`src/design/otmt_pkg.sv`:
```
`default_nettype none

package otmt_pkg;

   // Radix-2^26 limb arithmetic for the 130-bit field
   localparam int WORD_W      = 64;
   localparam int BLOCK_W     = 2 * WORD_W;
   localparam int BLOCK_BYTES = 16;
   localparam int COUNT_W     = 5;
   localparam int CSR_IDX_W   = 2;
   localparam int NUM_LIMBS   = 5;
   localparam int LIMB_IDX_W  = 3;
   localparam int LIMB_W      = 26;
   localparam int ACC_W       = LIMB_W + 1;
   localparam int RR_W        = LIMB_W + 3;
   localparam int PROD_W      = ACC_W + RR_W;
   localparam int T_W         = 60;
   localparam int CARRY_W     = T_W - LIMB_W;
   localparam int STEP_W      = 3;

   localparam logic [LIMB_W-1:0] LIMB_MASK = 26'h3ffffff;
   localparam logic [LIMB_W-1:0] CLAMP_R1  = 26'h3ffff03;
   localparam logic [LIMB_W-1:0] CLAMP_R2  = 26'h3ffc0ff;
   localparam logic [LIMB_W-1:0] CLAMP_R3  = 26'h3f03fff;
   localparam logic [LIMB_W-1:0] CLAMP_R4  = 26'h00fffff;

   localparam logic [LIMB_IDX_W-1:0] TOP_LIMB = LIMB_IDX_W'(NUM_LIMBS - 1);

   typedef logic [NUM_LIMBS-1:0][LIMB_W-1:0] limb_vec_type;
   typedef logic [NUM_LIMBS-1:0][ACC_W-1:0]  acc_vec_type;
   typedef logic [NUM_LIMBS-1:0][RR_W-1:0]   rr_vec_type;
   typedef logic [NUM_LIMBS-1:0][T_W-1:0]    sum_vec_type;

   typedef enum logic [CSR_IDX_W-1:0] {
      CSR_KEY_R_LOW,
      CSR_KEY_R_HIGH,
      CSR_KEY_S_LOW,
      CSR_KEY_S_HIGH
   } csr_index_type;

   typedef enum logic [2:0] {
      ST_IDLE,
      ST_ABSORB,
      ST_MAC,
      ST_DRAIN,
      ST_CARRY,
      ST_FOLD,
      ST_TRIAL,
      ST_TAG
   } state_type;

   typedef struct packed {
      logic                  vld;
      logic                  first;
      logic [LIMB_IDX_W-1:0] dest;
   } mul_ctl_type;

   function automatic limb_vec_type split_limbs(input logic [BLOCK_W-1:0] blk,
                                                input logic full);
      limb_vec_type l;
      l[0] = blk[LIMB_W-1:0];
      l[1] = blk[2*LIMB_W-1:LIMB_W];
      l[2] = blk[3*LIMB_W-1:2*LIMB_W];
      l[3] = blk[4*LIMB_W-1:3*LIMB_W];
      l[4] = {1'b0, full, blk[BLOCK_W-1:4*LIMB_W]};
      return l;
   endfunction

   // Keep the valid bytes, place the 0x01 pad byte right after them,
   // and add 2^128 for a full block.
   function automatic limb_vec_type pad_block(input logic [WORD_W-1:0]  lo,
                                              input logic [WORD_W-1:0]  hi,
                                              input logic [COUNT_W-1:0] count);
      logic [BLOCK_W-1:0] blk;
      logic [BLOCK_W-1:0] padded;
      logic [COUNT_W-1:0] sat;
      logic               full;
      blk    = {hi, lo};
      sat    = (count > COUNT_W'(BLOCK_BYTES)) ? COUNT_W'(BLOCK_BYTES) : count;
      full   = (sat == COUNT_W'(BLOCK_BYTES));
      padded = '0;
      for (int b = 0; b < BLOCK_BYTES; b++) begin
         if (COUNT_W'(b) < sat) begin
            padded[8*b +: 8] = blk[8*b +: 8];
         end else if (COUNT_W'(b) == sat) begin
            padded[8*b +: 8] = 8'h01;
         end
      end
      return split_limbs(padded, full);
   endfunction

   function automatic limb_vec_type clamp_r(input logic [WORD_W-1:0] lo,
                                            input logic [WORD_W-1:0] hi);
      limb_vec_type r;
      r    = split_limbs({hi, lo}, 1'b0);
      r[0] = r[0] & LIMB_MASK;
      r[1] = r[1] & CLAMP_R1;
      r[2] = r[2] & CLAMP_R2;
      r[3] = r[3] & CLAMP_R3;
      r[4] = r[4] & CLAMP_R4;
      return r;
   endfunction

   function automatic logic [RR_W-1:0] times5(input logic [LIMB_W-1:0] v);
      return (RR_W'(v) << 2) + RR_W'(v);
   endfunction

endpackage

`default_nettype wire

```
`src/design/otmt_mul.sv`:
```
`default_nettype none

module otmt_mul
   import otmt_pkg::*;
(
   input  wire logic              clock,
   input  wire logic              reset,
   input  wire logic [ACC_W-1:0]  op_h,
   input  wire logic [RR_W-1:0]   op_r,
   input  wire mul_ctl_type       ctl_in,
   output logic [PROD_W-1:0]      prod,
   output mul_ctl_type            ctl_out
);

   logic [PROD_W-1:0] prod_ff;
   mul_ctl_type       ctl_ff;

   always_ff @(posedge clock) begin
      if (reset) begin
         ctl_ff <= '0;
      end else begin
         ctl_ff <= ctl_in;
      end
   end

   // one partial product per cycle, registered before it is summed
   always_ff @(posedge clock) begin
      prod_ff <= PROD_W'(op_h) * PROD_W'(op_r);
   end

   assign prod    = prod_ff;
   assign ctl_out = ctl_ff;

endmodule

`default_nettype wire

```
`config.mk`:
```
export PLATFORM = sky130hd
export DESIGN_NAME = otmt_mul
export DESIGN_NICKNAME = d
export VERILOG_FILES = /design/src/design/otmt_pkg.sv /design/src/design/otmt_mul.sv
export SDC_FILE = /design/constraint.sdc
export NUM_CORES = 2
export LEC_CHECK = 0
export BUFFER_PORTS_ARGS = -buffer_cell sky130_fd_sc_hd__buf_2
export CAP_MARGIN = 30
export CORE_ASPECT_RATIO = 2
export CORE_MARGIN = 2
export CORE_UTILIZATION = 46
export DETAILED_ROUTE_END_ITERATION = 12
export PLACE_DENSITY = 0.62
export SKIP_LAST_GASP = 1
export SLEW_MARGIN = 10
export SYNTH_ARGS = -nofsm -noshare
export SYNTH_HDL_FRONTEND = slang
export SYNTH_SLANG_ARGS = --single-unit
```
`constraint.sdc`:
```
create_clock -name clock -period 17.5 [get_ports clock]
set_clock_uncertainty 0.05 [all_clocks]
set_input_delay 1.75 -clock clock [delete_from_list [all_inputs] [get_ports clock]]
set_output_delay 1.75 -clock clock [all_outputs]
set_load 0.02 [all_outputs]
```
==> metrics.txt <==
status=finished clean; Syn Area/Cell=8.86 um2; Rows=124; Num CTS Buffers=9; ys async rst share=0; Crit. Startpoint=op_r[19]; DRC Markers=0; total clock sinks=61; Filler cells=5584; GP Congestion=0.922; max-capacitance violation count=0; critical path peak fanout=27; DR vias=20000; CTS tree=done; Hold Vio Cnt, Final=0; Clock transition at path regs=0.06 ns; Initial Util=0.464; Final ANT Viol Nets=0; Sum Neg Setup Slack=0 ns; slew margin rel.=0.452; largest net degree at the start of global routing=30; layout cells sized above 1=0.0497; Overall Global Routing Usage=0.299; WS Path Type=in -> reg; Fmax=0.114 GHz; Synth Instances=2986; DIE HEIGHT=343 um; first-pass GRT wire length=131 mm; Final #Nets=3884; vias in the first global route=23000; Setup crit start kind=primary input; Synth Net Count=3918; initial drt markers=968; DR vias/cell=5.38; Synth Register Bits=61; initial antenna violation count=0; Die X=174 um; leading register cell type out of synthesis=dfxtp_1; Hold Crit Depth=2; number of synthesized flops with an enable pin=0; CP Data Required Time=17.70 ns; Hold Buf Count CTS=0; Tmin final=8.79 ns; Slew Viols, Final=0; die area=59500 um2; Detailed Place HPWL=69.4 mm; hold_sp=ctl_in[4]; Hold Path Class=in -> reg; Buffers on Ports=123; Clock Tree Root=clkbuf_16; H-tree Lvls=3; wire per inst=23.1 um; cts repair resizes=0; sequential share of the synthesized area=0.0462; unrepaired setup endpoints after global routing=false; Ys Warns=0; Routed WL=85.7 mm; Slew @ Worst Pin=0.823 ns; Ports=124; Overflow after GRT=0; Netlist Area Pre-Place=26400 um2; Diodes inserted=0; crit end category=flip-flop; Final setup violation count=0; post-CTS setup buffer count=0; Finished Core Util=0.486; distinct cell type count after synthesis=51; clk buf depth=2; Syn-to-layout area delta=4.60%; period utilization=0.502; Core Area=56900 um2; Initial DRT Pass Iterations=5; CP arrival=8.99 ns
cell families after synthesis:
kind of cell	share of synthesized area
DFF	0.0462
xor gates and xnor gates	0.0172
AOI/OAI and AO/OA	0.0373
and+or+nand+nor	0.164
muxes	0.000378
buffers and inverters	0.133
adders and majority gates	0.602
synthesized netlist by cell type, drive strengths merged, types with 2 or more instances:
cell | count | share of area
a2111oi | 2 | 0.00066
a211oi | 5 | 0.0016
a21o | 22 | 0.0062
a21oi | 55 | 0.011
a31oi | 8 | 0.0019
and2 | 310 | 0.073
and3 | 8 | 0.0019
buf | 4 | 0.00066
clkbuf | 166 | 0.024
dfxtp | 61 | 0.046
fa | 674 | 0.51
ha | 195 | 0.092
inv | 765 | 0.11
nand2 | 511 | 0.073
nand2b | 6 | 0.0014
nand3 | 8 | 0.0015
nand4 | 13 | 0.0031
nor2 | 29 | 0.0041
nor2b | 10 | 0.0024
nor3 | 4 | 0.00076
o2111ai | 2 | 0.00066
o211ai | 5 | 0.0014
o21a | 3 | 0.00085
o21ai | 39 | 0.0077
o21bai | 6 | 0.0017
o31a | 2 | 0.00066
o31ai | 3 | 0.0010
or3 | 3 | 0.00071
xnor2 | 35 | 0.012
xor2 | 17 | 0.0056
layout make-up:
| cell class | count | area [um2] | area share |
|---|---|---|---|
| multi-input cells | 1990 | 21700 | 0.785 |
| inverters | 765 | 2870 | 0.104 |
| flip-flops and latches | 61 | 1220 | 0.0441 |
| well taps | 756 | 946 | 0.0342 |
| repair buffers | 125 | 631 | 0.0228 |
| clock buffers | 13 | 260 | 0.00941 |
| clock inverters | 3 | 20.0 | 0.000724 |
sequential cells by signal, summed over array words and instances (netlist names):
register  count
prod         56
ctl_out       5
metal layers:
| metal | share of wire | up-vias | GRT usage |
|---|---|---|---|
| li1 | - | 8436 | - |
| met2 | 0.54 | 845 | 0.559 |
| met3 | 0.039 | 400 | 0.0281 |
| met4 | 0.15 | 0 | 0.351 |
| met5 | 0 | - | 0 |
| met1 | 0.27 | 10300 | 0.256 |
placed cells by master, fill, tap and decap left out, types with 10 or more instances in the layout:
cell,instances
inv_1,765
fa_1,674
nand2_1,511
and2_1,310
ha_1,195
buf_2,123
dfxtp_1,61
a21oi_1,54
o21ai_0,36
xnor2_1,35
nor2_1,29
a21o_1,22
xor2_1,17
nand4_1,13
nor2b_1,10
through the flow:
stage	worst slack, ns	hold WS (ns)	instances	cell area, um2
3_5_place_dp	8.48	1.92	3697	27400
6_report	8.71	1.57	3713	27700
3_3_place_gp	8.50	1.92	3697	27400
5_1_grt	8.42	1.59	3713	27700
4_1_cts	8.81	1.57	3713	27700
2_1_floorplan	9.27	1.77	2986	26400
worst paths after layout:
path                     end
setup / recovery    prod[54]
hold / removal    ctl_out[4]
worst max-delay path, stage by stage:
cell,delay (ns)
buf_2,0.58
nand2_1,0.19
fa_1,0.58
inv_1,0.06
fa_1,0.54
inv_1,0.06
fa_1,0.53
fa_1,0.58
inv_1,0.09
fa_1,0.45
fa_1,0.52
inv_1,0.05
fa_1,0.47
inv_1,0.04
ha_1,0.35
a21oi_1,0.26
o21ai_0,0.16
a21oi_1,0.18
nor4_1,0.09
or4_1,0.50
a21oi_1,0.32
o21ai_2,0.21
a21o_1,0.20
a211oi_1,0.20
Power is not shown: default switching activity piles up to over one toggle a cycle in this logic, so the estimate is an artifact.
