<file path="src/design/otmt_pkg.sv">
`default_nettype none

package otmt_pkg;

   // Radix-2^26 limb arithmetic for the 130-bit field
   localparam int WORD_W      = 64;
   localparam int BLOCK_W     = 2 * WORD_W;
   localparam int BLOCK_BYTES = 16;
   localparam int COUNT_W     = 5;
   localparam int CSR_IDX_W   = 2;
   localparam int NUM_LIMBS   = 5;
   localparam int LIMB_IDX_W  = 3;
   localparam int LIMB_W      = 26;
   localparam int ACC_W       = LIMB_W + 1;
   localparam int RR_W        = LIMB_W + 3;
   localparam int PROD_W      = ACC_W + RR_W;
   localparam int T_W         = 60;
   localparam int CARRY_W     = T_W - LIMB_W;
   localparam int STEP_W      = 3;

   localparam logic [LIMB_W-1:0] LIMB_MASK = 26'h3ffffff;
   localparam logic [LIMB_W-1:0] CLAMP_R1  = 26'h3ffff03;
   localparam logic [LIMB_W-1:0] CLAMP_R2  = 26'h3ffc0ff;
   localparam logic [LIMB_W-1:0] CLAMP_R3  = 26'h3f03fff;
   localparam logic [LIMB_W-1:0] CLAMP_R4  = 26'h00fffff;

   localparam logic [LIMB_IDX_W-1:0] TOP_LIMB = LIMB_IDX_W'(NUM_LIMBS - 1);

   typedef logic [NUM_LIMBS-1:0][LIMB_W-1:0] limb_vec_type;
   typedef logic [NUM_LIMBS-1:0][ACC_W-1:0]  acc_vec_type;
   typedef logic [NUM_LIMBS-1:0][RR_W-1:0]   rr_vec_type;
   typedef logic [NUM_LIMBS-1:0][T_W-1:0]    sum_vec_type;

   typedef enum logic [CSR_IDX_W-1:0] {
      CSR_KEY_R_LOW,
      CSR_KEY_R_HIGH,
      CSR_KEY_S_LOW,
      CSR_KEY_S_HIGH
   } csr_index_type;

   typedef enum logic [2:0] {
      ST_IDLE,
      ST_ABSORB,
      ST_MAC,
      ST_DRAIN,
      ST_CARRY,
      ST_FOLD,
      ST_TRIAL,
      ST_TAG
   } state_type;

   typedef struct packed {
      logic                  vld;
      logic                  first;
      logic [LIMB_IDX_W-1:0] dest;
   } mul_ctl_type;

   function automatic limb_vec_type split_limbs(input logic [BLOCK_W-1:0] blk,
                                                input logic full);
      limb_vec_type l;
      l[0] = blk[LIMB_W-1:0];
      l[1] = blk[2*LIMB_W-1:LIMB_W];
      l[2] = blk[3*LIMB_W-1:2*LIMB_W];
      l[3] = blk[4*LIMB_W-1:3*LIMB_W];
      l[4] = {1'b0, full, blk[BLOCK_W-1:4*LIMB_W]};
      return l;
   endfunction

   // Keep the valid bytes, place the 0x01 pad byte right after them,
   // and add 2^128 for a full block.
   function automatic limb_vec_type pad_block(input logic [WORD_W-1:0]  lo,
                                              input logic [WORD_W-1:0]  hi,
                                              input logic [COUNT_W-1:0] count);
      logic [BLOCK_W-1:0] blk;
      logic [BLOCK_W-1:0] padded;
      logic [COUNT_W-1:0] sat;
      logic               full;
      blk    = {hi, lo};
      sat    = (count > COUNT_W'(BLOCK_BYTES)) ? COUNT_W'(BLOCK_BYTES) : count;
      full   = (sat == COUNT_W'(BLOCK_BYTES));
      padded = '0;
      for (int b = 0; b < BLOCK_BYTES; b++) begin
         if (COUNT_W'(b) < sat) begin
            padded[8*b +: 8] = blk[8*b +: 8];
         end else if (COUNT_W'(b) == sat) begin
            padded[8*b +: 8] = 8'h01;
         end
      end
      return split_limbs(padded, full);
   endfunction

   function automatic limb_vec_type clamp_r(input logic [WORD_W-1:0] lo,
                                            input logic [WORD_W-1:0] hi);
      limb_vec_type r;
      r    = split_limbs({hi, lo}, 1'b0);
      r[0] = r[0] & LIMB_MASK;
      r[1] = r[1] & CLAMP_R1;
      r[2] = r[2] & CLAMP_R2;
      r[3] = r[3] & CLAMP_R3;
      r[4] = r[4] & CLAMP_R4;
      return r;
   endfunction

   function automatic logic [RR_W-1:0] times5(input logic [LIMB_W-1:0] v);
      return (RR_W'(v) << 2) + RR_W'(v);
   endfunction

endpackage

`default_nettype wire

</file>
<file path="src/design/otmt_carry.sv">
`default_nettype none

module otmt_carry
   import otmt_pkg::*;
(
   input  wire logic [T_W-1:0]     op_a,
   input  wire logic [T_W-1:0]     op_b,
   output logic [LIMB_W-1:0]       sum_lo,
   output logic [CARRY_W-1:0]      carry
);

   logic [T_W-1:0] total;

   // add, then split into a 26-bit limb and the carry out of it
   always_comb begin
      total  = op_a + op_b;
      sum_lo = total[LIMB_W-1:0];
      carry  = total[T_W-1:LIMB_W];
   end

endmodule

`default_nettype wire

</file>
<file path="config.mk">
export PLATFORM = sky130hd
export DESIGN_NAME = otmt_carry
export DESIGN_NICKNAME = d
export VERILOG_FILES = /design/src/design/otmt_pkg.sv /design/src/design/otmt_carry.sv
export SDC_FILE = /design/constraint.sdc
export NUM_CORES = 1
export LEC_CHECK = 0
export BUFFER_PORTS_ARGS = -buffer_cell sky130_fd_sc_hd__buf_4
export CORE_ASPECT_RATIO = 1.5
export CORE_MARGIN = 2
export CORE_UTILIZATION = 49
export DETAILED_ROUTE_END_ITERATION = 7
export PLACE_DENSITY = 0.86
export SYNTH_ARGS = -nofsm -noshare
export SYNTH_HDL_FRONTEND = slang
export SYNTH_SLANG_ARGS = --single-unit
export TNS_END_PERCENT = 1
</file>
<file path="constraint.sdc">
create_clock -name vclk -period 3.3
set_input_delay 0.495 -clock vclk [all_inputs]
set_output_delay 0.495 -clock vclk [all_outputs]
set_load 0.01 [all_outputs]
</file>
==> run_results.csv, run 1 <==
group,metric,value,unit
status,status,"finished with violations",
status,violations,"negative setup slack",
layout,seq_area,0,sq um
global_route,grt_max_degree,9,
timing,max_slew.worst_pin.slew,433,ps
detailed_routing,drt_iter0_markers,324,
detailed_routing,drc,0,
placement,placed_cells,831,
timing,fin_ws,-182,ps
worst_hold_path,min_path_type,"in -> out",
die,die_x,72.7,um
detailed_routing,drt_pass1_iterations,5,
worst_setup_path,cp.required,2800,ps
run,drv_cap,0,
die,core,0.00685,sq mm
synth,syn_area_per_cell,6.87,sq um
layout,nNetsFinal,950,
global_route,grt_pass1_vias,5104,
die,die_area,0.00779,sq mm
global_route,grt_pass1_wl,21900,um
synth,yosys.cell_types.count,58,
detailed_routing,ant_nets,0,
worst_setup_path,crit_path_start_kind,"primary input",
worst_setup_path,cp_max_fo,7,
timing,finalSetupViolations,17,
timing,hold_ws,1290,ps
detailed_routing,wire_per_inst,18.6,um
pwr,leakage,2.87,nW
placement,dp_slack,-233,ps
layout,drive_above_1_share,46.2,%
worst_setup_path,cp-end-kind,"output port",
synth,synthTopCellsByArea,"ha_1 (21%), a21oi_1 (11%), xnor2_1 (9.6%), nand2_1 (6.7%), xor2_1 (5.0%)",
layout,diodes,0,
worst_setup_path,arrival,2990,ps
timing,max_freq,287,MHz
layout,fillerInstances,362,
layout,synthToLayoutAreaGrowth,72.7,%
pwr,ir_drop,0.168,mV
pwr,fin_total_pwr,1.49,mW
cts,cts_hold_buffers,0,
pwr,p_per_area,249,mW/mm^2
die,rows,37,
timing,hold_violations,0,
timing,period_needed,3480,ps
layout,seq_cells,0,
die,chipHeight,107,um
layout,multiInputGateArea,0.00377,sq mm
detailed_routing,vias_per_cell,6.27,
timing,period_share,106,%
detailed_routing,drt-total-wl,15700,um
layout,final_cell_count_no_fill,846,
synth,synth_top_cell_by_area,"ha_1",
die,pin_count,180,
synth,synth.most_common_cell,"a21oi_1",
synth,yosysSeqAreaShare,0,%
placement,port_buffers,180,
timing,final_max_slew_viol_count,0,
worst_setup_path,path_class,"in -> out",
global_route,antenna_found_initial,0,
placement,gp_congestion,0.968,
synth,syn-cell-area,0.00347,sq mm
timing,rsz0062_at_grt,"true",
layout,post-route-util,87.5,%
die,initial_core_util,50.7,%
synth,synth_fp_nets,685,
global_route,grt.total_usage,33.9,%
placement,dp_hpwl,11700,um
synth,synthTopCellsByCount,"a21oi_1 (77), nand2_1 (62), ha_1 (59), nor2_1 (39), xnor2_1 (38)",
detailed_routing,num_vias,5307,
synth,yosysTopAreaCellShare,21.3,%
worst_hold_path,hold_depth,3,
global_route,globalRouteOverflowTotal,0,
synth,synthCells,505,
layout,num-clock-buffers,0,
synth,ys_warn_count,0,
timing,slew-limit-headroom,70.8,%
[logic make-up after synthesis]
kind of cell | after synthesis | share of synthesized area [%]
AO/OA/AOI/OAI | 203 | 38.6
AND/OR/NAND/NOR | 159 | 22.0
adder cells (fa/ha/maj) | 60 | 21.8
XOR/XNOR | 58 | 14.6
buffers and inverters | 25 | 2.99
[path summary, 6_finish.rpt]
path              startpoint        end  slack, ps
hold / removal       op_b[0]  sum_lo[0]       1290
setup / recovery    op_b[18]  carry[28]       -180
[layer usage]
| layer | global-route usage, % | up-vias | share of wire (%) |
|---|---|---|---|
| met5 | 0 | - | 0 |
| met4 | 16.3 | 0 | 6.0 |
| met3 | 4.14 | 100 | 7.3 |
| met2 | 66.5 | 354 | 53 |
| met1 | 33.7 | 2438 | 33 |
| li1 | - | 2415 | - |
[placed cells by master, fill, tap and decap left out, types with 7 or more instances in the layout]
cell type	instances
nor2_1	36
nand2_1	56
buf_4	268
ha_1	44
xor2_1	20
o21ai_2	9
a21oi_1	65
ha_4	14
o21a_1	7
o21ai_0	20
a21o_1	22
a21oi_2	15
inv_1	15
nand4_1	14
o21ai_1	11
xnor2_1	34
o21bai_1	14
[cell type report]
cell class / count / area share (%)
Inverter: 15 / 0.939
Multi-Input combinational cell: 480 / 62.9
Tap cell: 78 / 1.63
Timing Repair Buffer: 273 / 34.5
[power breakdown]
group	switching (mW)	internal, mW	total, mW	leakage (nW)
combinational	0.741	0.752	1.49	2.87
clock	0	0	0	0
sequential	0	0	0	0
[critical path, cell delays in order]
cell	delay, ps
buf_4	120
ha_4	270
buf_6	120
and3_4	190
nand2_2	70
nor2_1	120
nand4_1	190
a21o_1	220
o2111a_2	290
o31a_1	360
o21ai_2	170
xor2_1	200
buf_4	150
[what timing repair did]
item | in CTS | in global routing
pin swaps | 22 | 33
setup endpoints to repair | 27 | 35
setup buffers | 7 | 8
resized for setup | 36 | 51
[stage by stage]
step | area (sq um) | TNS (ps)
final | 5990 | -564
after global routing | 5990 | -2760
after CTS | 5670 | -607
after detailed placement | 5460 | -3070
after global placement | 5460 | -1380
after floorplan | 3470 | 0
No activity file was read; power rests on OpenSTA's default activity.
==> inputs of run 2 (changes only) <==
--- a/config.mk
+++ b/config.mk
@@ -6,11 +6,13 @@
 export NUM_CORES = 1
 export LEC_CHECK = 0
 export BUFFER_PORTS_ARGS = -buffer_cell sky130_fd_sc_hd__buf_4
+export CELL_PAD_IN_SITES_DETAIL_PLACEMENT = 0
+export CELL_PAD_IN_SITES_GLOBAL_PLACEMENT = 1
 export CORE_ASPECT_RATIO = 1.5
 export CORE_MARGIN = 2
-export CORE_UTILIZATION = 49
+export CORE_UTILIZATION = 32
 export DETAILED_ROUTE_END_ITERATION = 7
-export PLACE_DENSITY = 0.86
+export PLACE_DENSITY = 0.94
 export SYNTH_ARGS = -nofsm -noshare
 export SYNTH_HDL_FRONTEND = slang
 export SYNTH_SLANG_ARGS = --single-unit
==> run 2 against run 1 <==
  * Critical endpoint is now carry[23]
  * Via count down 8.0%
  * Routed wire length down 9.2%
  * Worst setup slack better by 150 ps
  * Core utilization down 31 points
  * Cell count up 8.4%
  * Critical path depth unchanged
  * The run still ends with negative setup slack left
  * First-iteration DRC count down 55%
  * Worst hold slack better by 25 ps
  * Largest power group unchanged
  * Fmax up 4.4%
  * Non-clock buffer count up 5
  * Clock-buffer cell count unchanged
  * Die area up 50%
==> run_results.csv, run 2 (same netlist as run 1, synthesis figures left out) <==
group,metric,value,unit
layout,num-clock-buffers,0,
layout,drive_above_1_share,44.6,%
pwr,ir_drop,0.148,mV
layout,synthToLayoutAreaGrowth,73.7,%
pwr,power.share.switching,48.4,%
global_route,grt_pass1_wl,22300,um
timing,slew-limit-headroom,69.9,%
placement,gp_congestion,0.928,
global_route,globalRouteOverflowTotal,0,
timing,final_max_slew_viol_count,0,
layout,seq_cells,0,
global_route,antenna_found_initial,0,
worst_setup_path,cp.required,2800,ps
timing,max_freq,300,MHz
worst_setup_path,crit_path_start_kind,"primary input",
die,die_x,89.0,um
global_route,grt_pass1_vias,5083,
layout,fin_area,0.00603,sq mm
layout,nNetsFinal,955,
die,chipHeight,132,um
status,violations,"negative setup slack",
timing,rsz0062_at_grt,"true",
die,core,0.0106,sq mm
pwr,power_frac_comb,100.0,%
detailed_routing,drt-total-wl,14300,um
die,pin_count,180,
pwr,intPower,0.749,mW
timing,fin_ws,-36.0,ps
worst_setup_path,path_class,"in -> out",
timing,max_slew.worst_pin.slew,447,ps
detailed_routing,ant_nets,0,
timing,hold_violations,0,
layout,fillerInstances,1003,
layout,diodes,0,
detailed_routing,num_vias,4881,
worst_setup_path,cp-end-kind,"output port",
worst_hold_path,whs_endpoint,"sum_lo[0]",
layout,final_cell_mix,"buf_4 (273), a21oi_1 (69), nand2_1 (61), ha_1 (44), nor2_1 (37)",
timing,finalSetupViolations,2,
worst_hold_path,hold_start,"op_b[0]",
layout,seq_area,0,sq um
detailed_routing,drt_iter0_markers,147,
global_route,grt.total_usage,22.9,%
placement,port_buffers,180,
placement,dp_slack,-227,ps
placement,dp_hpwl,12200,um
pwr,power_switching,0.702,mW
status,status,"finished with violations",
layout,final_common_cell,"buf_4",
worst_setup_path,arrival,2840,ps
die,rows,46,
detailed_routing,drt_pass1_iterations,4,
pwr,seq_power_share,0,%
placement,placedInstanceArea,0.00563,sq mm
timing,period_share,101,%
detailed_routing,drc,0,
pwr,leakage,2.89,nW
timing,period_needed,3340,ps
die,initial_core_util,32.8,%
detailed_routing,vias_per_cell,5.32,
run,drv_cap,0,
pwr,p_per_area,241,mW/mm^2
global_route,grt_max_degree,9,
die,die_area,0.0117,sq mm
worst_hold_path,hold_depth,3,
worst_hold_path,min_path_type,"in -> out",
worst_setup_path,cp_max_fo,5,
detailed_routing,wire_per_inst,15.6,um
pwr,pwr-share-clk,0,%
run 2: cell types whose count changed in the layout (fill, tap and decap cells not counted), moves of 2 or more:
cell,before,now
a21oi_1,65,69
o21bai_2,2,0
o21ai_0,20,24
nand2_1,56,61
ha_4,14,9
o21ai_2,9,7
o21ai_1,11,9
buf_4,268,273
nand2_2,6,1
a21oi_2,15,10
ha_2,1,6
run 2: how the worst max path moves through the flow:
stage	from	to	slack, ps	cells after the start
2_1_floorplan	op_a[0]	carry[2]	270	11
3_3_place_gp	op_a[0]	carry[12]	-150	14
3_5_place_dp	op_a[0]	carry[2]	-230	13
4_1_cts	op_a[2]	carry[21]	-90	13
5_1_grt	op_a[38]	carry[31]	-170	13
6_report	op_a[9]	carry[23]	-40	13
run 2: final cells by class:
type	count	area [sq um]	share of cell area, %
Inverter	15	56.3	0.934
Timing Repair Buffer	278	2110	34.9
Multi-Input combinational cell	480	3690	61.1
Tap cell	144	180	2.99
run 2: critical path: stages:
cell       delay (ps)
buf_4             110
ha_1              310
buf_4             170
a21o_1            170
a21oi_2           210
a2111oi_4         110
or2_4             270
a21o_4            220
a21o_4            220
buf_4             140
a211oi_2          210
nor2_1             60
buf_4             150
run 2: through the flow:
step	instances	power, mW	hold slack, ps	TNS [ps]	util, %
2_1_floorplan	505	0.686	1130	0	-
3_3_place_gp	909	1.33	1290	-1690	53.2
3_5_place_dp	909	1.34	1290	-3160	53.2
4_1_cts	915	1.40	1300	-455	55.3
5_1_grt	917	1.57	1320	-1960	56.9
6_report	917	1.45	1310	-48.5	56.9
run 2: power by group through the flow:
stage	sequential (mW)	combinational (mW)	clock (mW)
3_3_place_gp	0	1.33	0
6_report	0	1.45	0
3_5_place_dp	0	1.34	0
5_1_grt	0	1.57	0
2_1_floorplan	0	0.686	0
4_1_cts	0	1.40	0
run 2: timing repair:
action | CTS | global route
resized for setup | 36 | 30
setup buffers | 6 | 2
pin swaps | 15 | 21
setup endpoints to repair | 29 | 31
hold buffers | 0 | 0
cloned | 0 | 0
run 2: routing by layer:
| layer | global-route usage, % | vias up | wire length [um] |
|---|---|---|---|
| met5 | 0 | - | 0 |
| met4 | 7.79 | 0 | 517 |
| met3 | 4.52 | 44 | 980 |
| met2 | 45.6 | 194 | 7950 |
| met1 | 21.9 | 2229 | 4840 |
| li1 | - | 2414 | - |
==> inputs of run 3 (changes only) <==
--- a/config.mk
+++ b/config.mk
@@ -8,7 +8,6 @@
 export BUFFER_PORTS_ARGS = -buffer_cell sky130_fd_sc_hd__buf_4
 export CELL_PAD_IN_SITES_DETAIL_PLACEMENT = 0
 export CELL_PAD_IN_SITES_GLOBAL_PLACEMENT = 1
-export CORE_ASPECT_RATIO = 1.5
 export CORE_MARGIN = 2
 export CORE_UTILIZATION = 32
 export DETAILED_ROUTE_END_ITERATION = 7
==> run 3 against run 2 <==
  * First-iteration DRC count increased by 14%
  * Largest cell class unchanged
  * Sequential share of layout area unchanged
  * Combinational power is essentially flat
  * Routed wire length fell by 1.7%
  * Critical path type unchanged
  * Critical endpoint is now carry[28]
  * Via count is 0.12% higher
  * Worst setup slack worse by 42 ps
  * Cell area up 1.5%
  * Non-clock buffer count decreased by 2
  * Sequential cell count did not move
  * Cell count decreased by 0.65%
  * The flow still finishes with violations (negative setup slack)
  * Global-route usage decreased by 0.82 points
  * Worst hold slack worse by 5.9 ps
==> run_results.csv, run 3 (same netlist as run 1, synthesis figures left out) <==
group,metric,value,unit
layout,seq_area,0,sq um
cts,cts_hold_buffers,0,
detailed_routing,drt-total-wl,14000,um
pwr,ir_drop,0.142,mV
timing,tns,-124,ps
detailed_routing,num_vias,4887,
run,drv_cap,0,
timing,fin_ws,-78.1,ps
placement,dp_hpwl,11600,um
layout,drive_above_1_share,47.0,%
pwr,p_per_area,240,mW/mm^2
detailed_routing,wl_met2,7220,um
timing,max_slew.worst_pin.slew,536,ps
detailed_routing,ant_nets,0,
die,rows,38,
worst_setup_path,crit_path_top_delay_cell,"o31a_1",
worst_setup_path,path_depth,13,
placement,gp_congestion,0.925,
layout,fin_area,0.00612,sq mm
die,chipHeight,108,um
worst_setup_path,cp_cell_sequence,"buf_4 > ha_4 > fa_2 > a21oi_2 > nand4b_1 > a21oi_2 > o211ai_2 > a21o_1 > o2111a_2 > o31a_1 > o21ai_2 > xor2_1 > buf_4",
detailed_routing,vias_per_cell,5.36,
layout,seq_cells,0,
global_route,grt_max_degree,8,
detailed_routing,routed-wl-met3,899,um
timing,final_max_slew_viol_count,0,
layout,final_cell_mix,"buf_4 (272), a21oi_1 (63), nand2_1 (59), ha_1 (42), nor2_1 (37)",
placement,placedInstanceArea,0.00562,sq mm
layout,fillerInstances,973,
detailed_routing,routed.top_layer,"met4",
die,die_area,0.0117,sq mm
status,status,"finished with violations",
layout,final_common_cell,"buf_4",
timing,rsz0062_at_grt,"true",
worst_setup_path,slowest_delay,310,ps
placement,port_buffers,180,
pwr,leakage,2.89,nW
worst_setup_path,path_class,"in -> out",
timing,finalSetupViolations,3,
timing,period_needed,3380,ps
layout,final_cell_count_no_fill,911,
global_route,grt_pass1_vias,4962,
layout,synthToLayoutAreaGrowth,76.3,%
layout,num-clock-buffers,0,
timing,max_freq,296,MHz
status,violations,"negative setup slack",
worst_setup_path,crit_family,"compound AO/OA/AOI/OAI gates",
detailed_routing,drt_iter0_markers,168,
worst_setup_path,crit_path_start_kind,"primary input",
layout,multiInputGateArea,0.00380,sq mm
worst_setup_path,arrival,2880,ps
layout,diodes,0,
worst_setup_path,cp-end-kind,"output port",
timing,hold_violations,0,
detailed_routing,wire_per_inst,15.4,um
global_route,grt.total_usage,22.1,%
timing,slew-limit-headroom,63.9,%
placement,placed_cells,904,
detailed_routing,drt-met1-wl,5480,um
die,pin_count,180,
worst_setup_path,cp.required,2800,ps
die,die_x,108,um
detailed_routing,drt_pass1_iterations,5,
worst_setup_path,cp_max_fo,3,
layout,post-route-util,57.2,%
timing,period_share,102,%
layout,nNetsFinal,953,
worst_hold_path,min_path_type,"in -> out",
global_route,globalRouteOverflowTotal,0,
worst_setup_path,path_buf_inv,2,
die,initial_core_util,32.4,%
global_route,antenna_found_initial,0,
detailed_routing,drc,0,
global_route,grt_pass1_wl,21700,um
placement,dp_slack,-195,ps
die,core,0.0107,sq mm
worst_hold_path,hold_depth,3,
-- run 3: per-layer routing --
layer | vias to the layer above | global-route usage, %
li1 | 2412 | -
met1 | 2240 | 25.3
met4 | 0 | 6.96
met5 | - | 0
met2 | 197 | 42.9
met3 | 38 | 1.75
-- run 3: timing repair --
action	4_1_cts	5_1_grt
pin swaps	22	17
setup buffers	4	3
gates resized for setup	46	43
endpoints found under the setup margin	27	29
-- run 3: worst paths after layout --
kind / slack, ps / start / end
hold / removal: 1310 / op_b[0] / sum_lo[0]
setup / recovery: -80 / op_a[0] / carry[28]
-- run 3: power breakdown --
part	internal [mW]	leakage (nW)	switching, mW
clock network	0	0	0
logic	0.758	2.89	0.709
registers	0	0	0
-- run 3: area by class of cell --
cell class | instances | area share (%)
inverters | 15 | 0.920
multi-input cells | 480 | 62.1
repair buffers | 276 | 34.1
well taps | 140 | 2.86
-- run 3: metrics by stage --
step	hold WS, ps	total power [mW]
5_1_grt	1310	1.58
4_1_cts	1320	1.40
3_5_place_dp	1310	1.34
6_report	1310	1.47
3_3_place_gp	1290	1.32
2_1_floorplan	1130	0.686
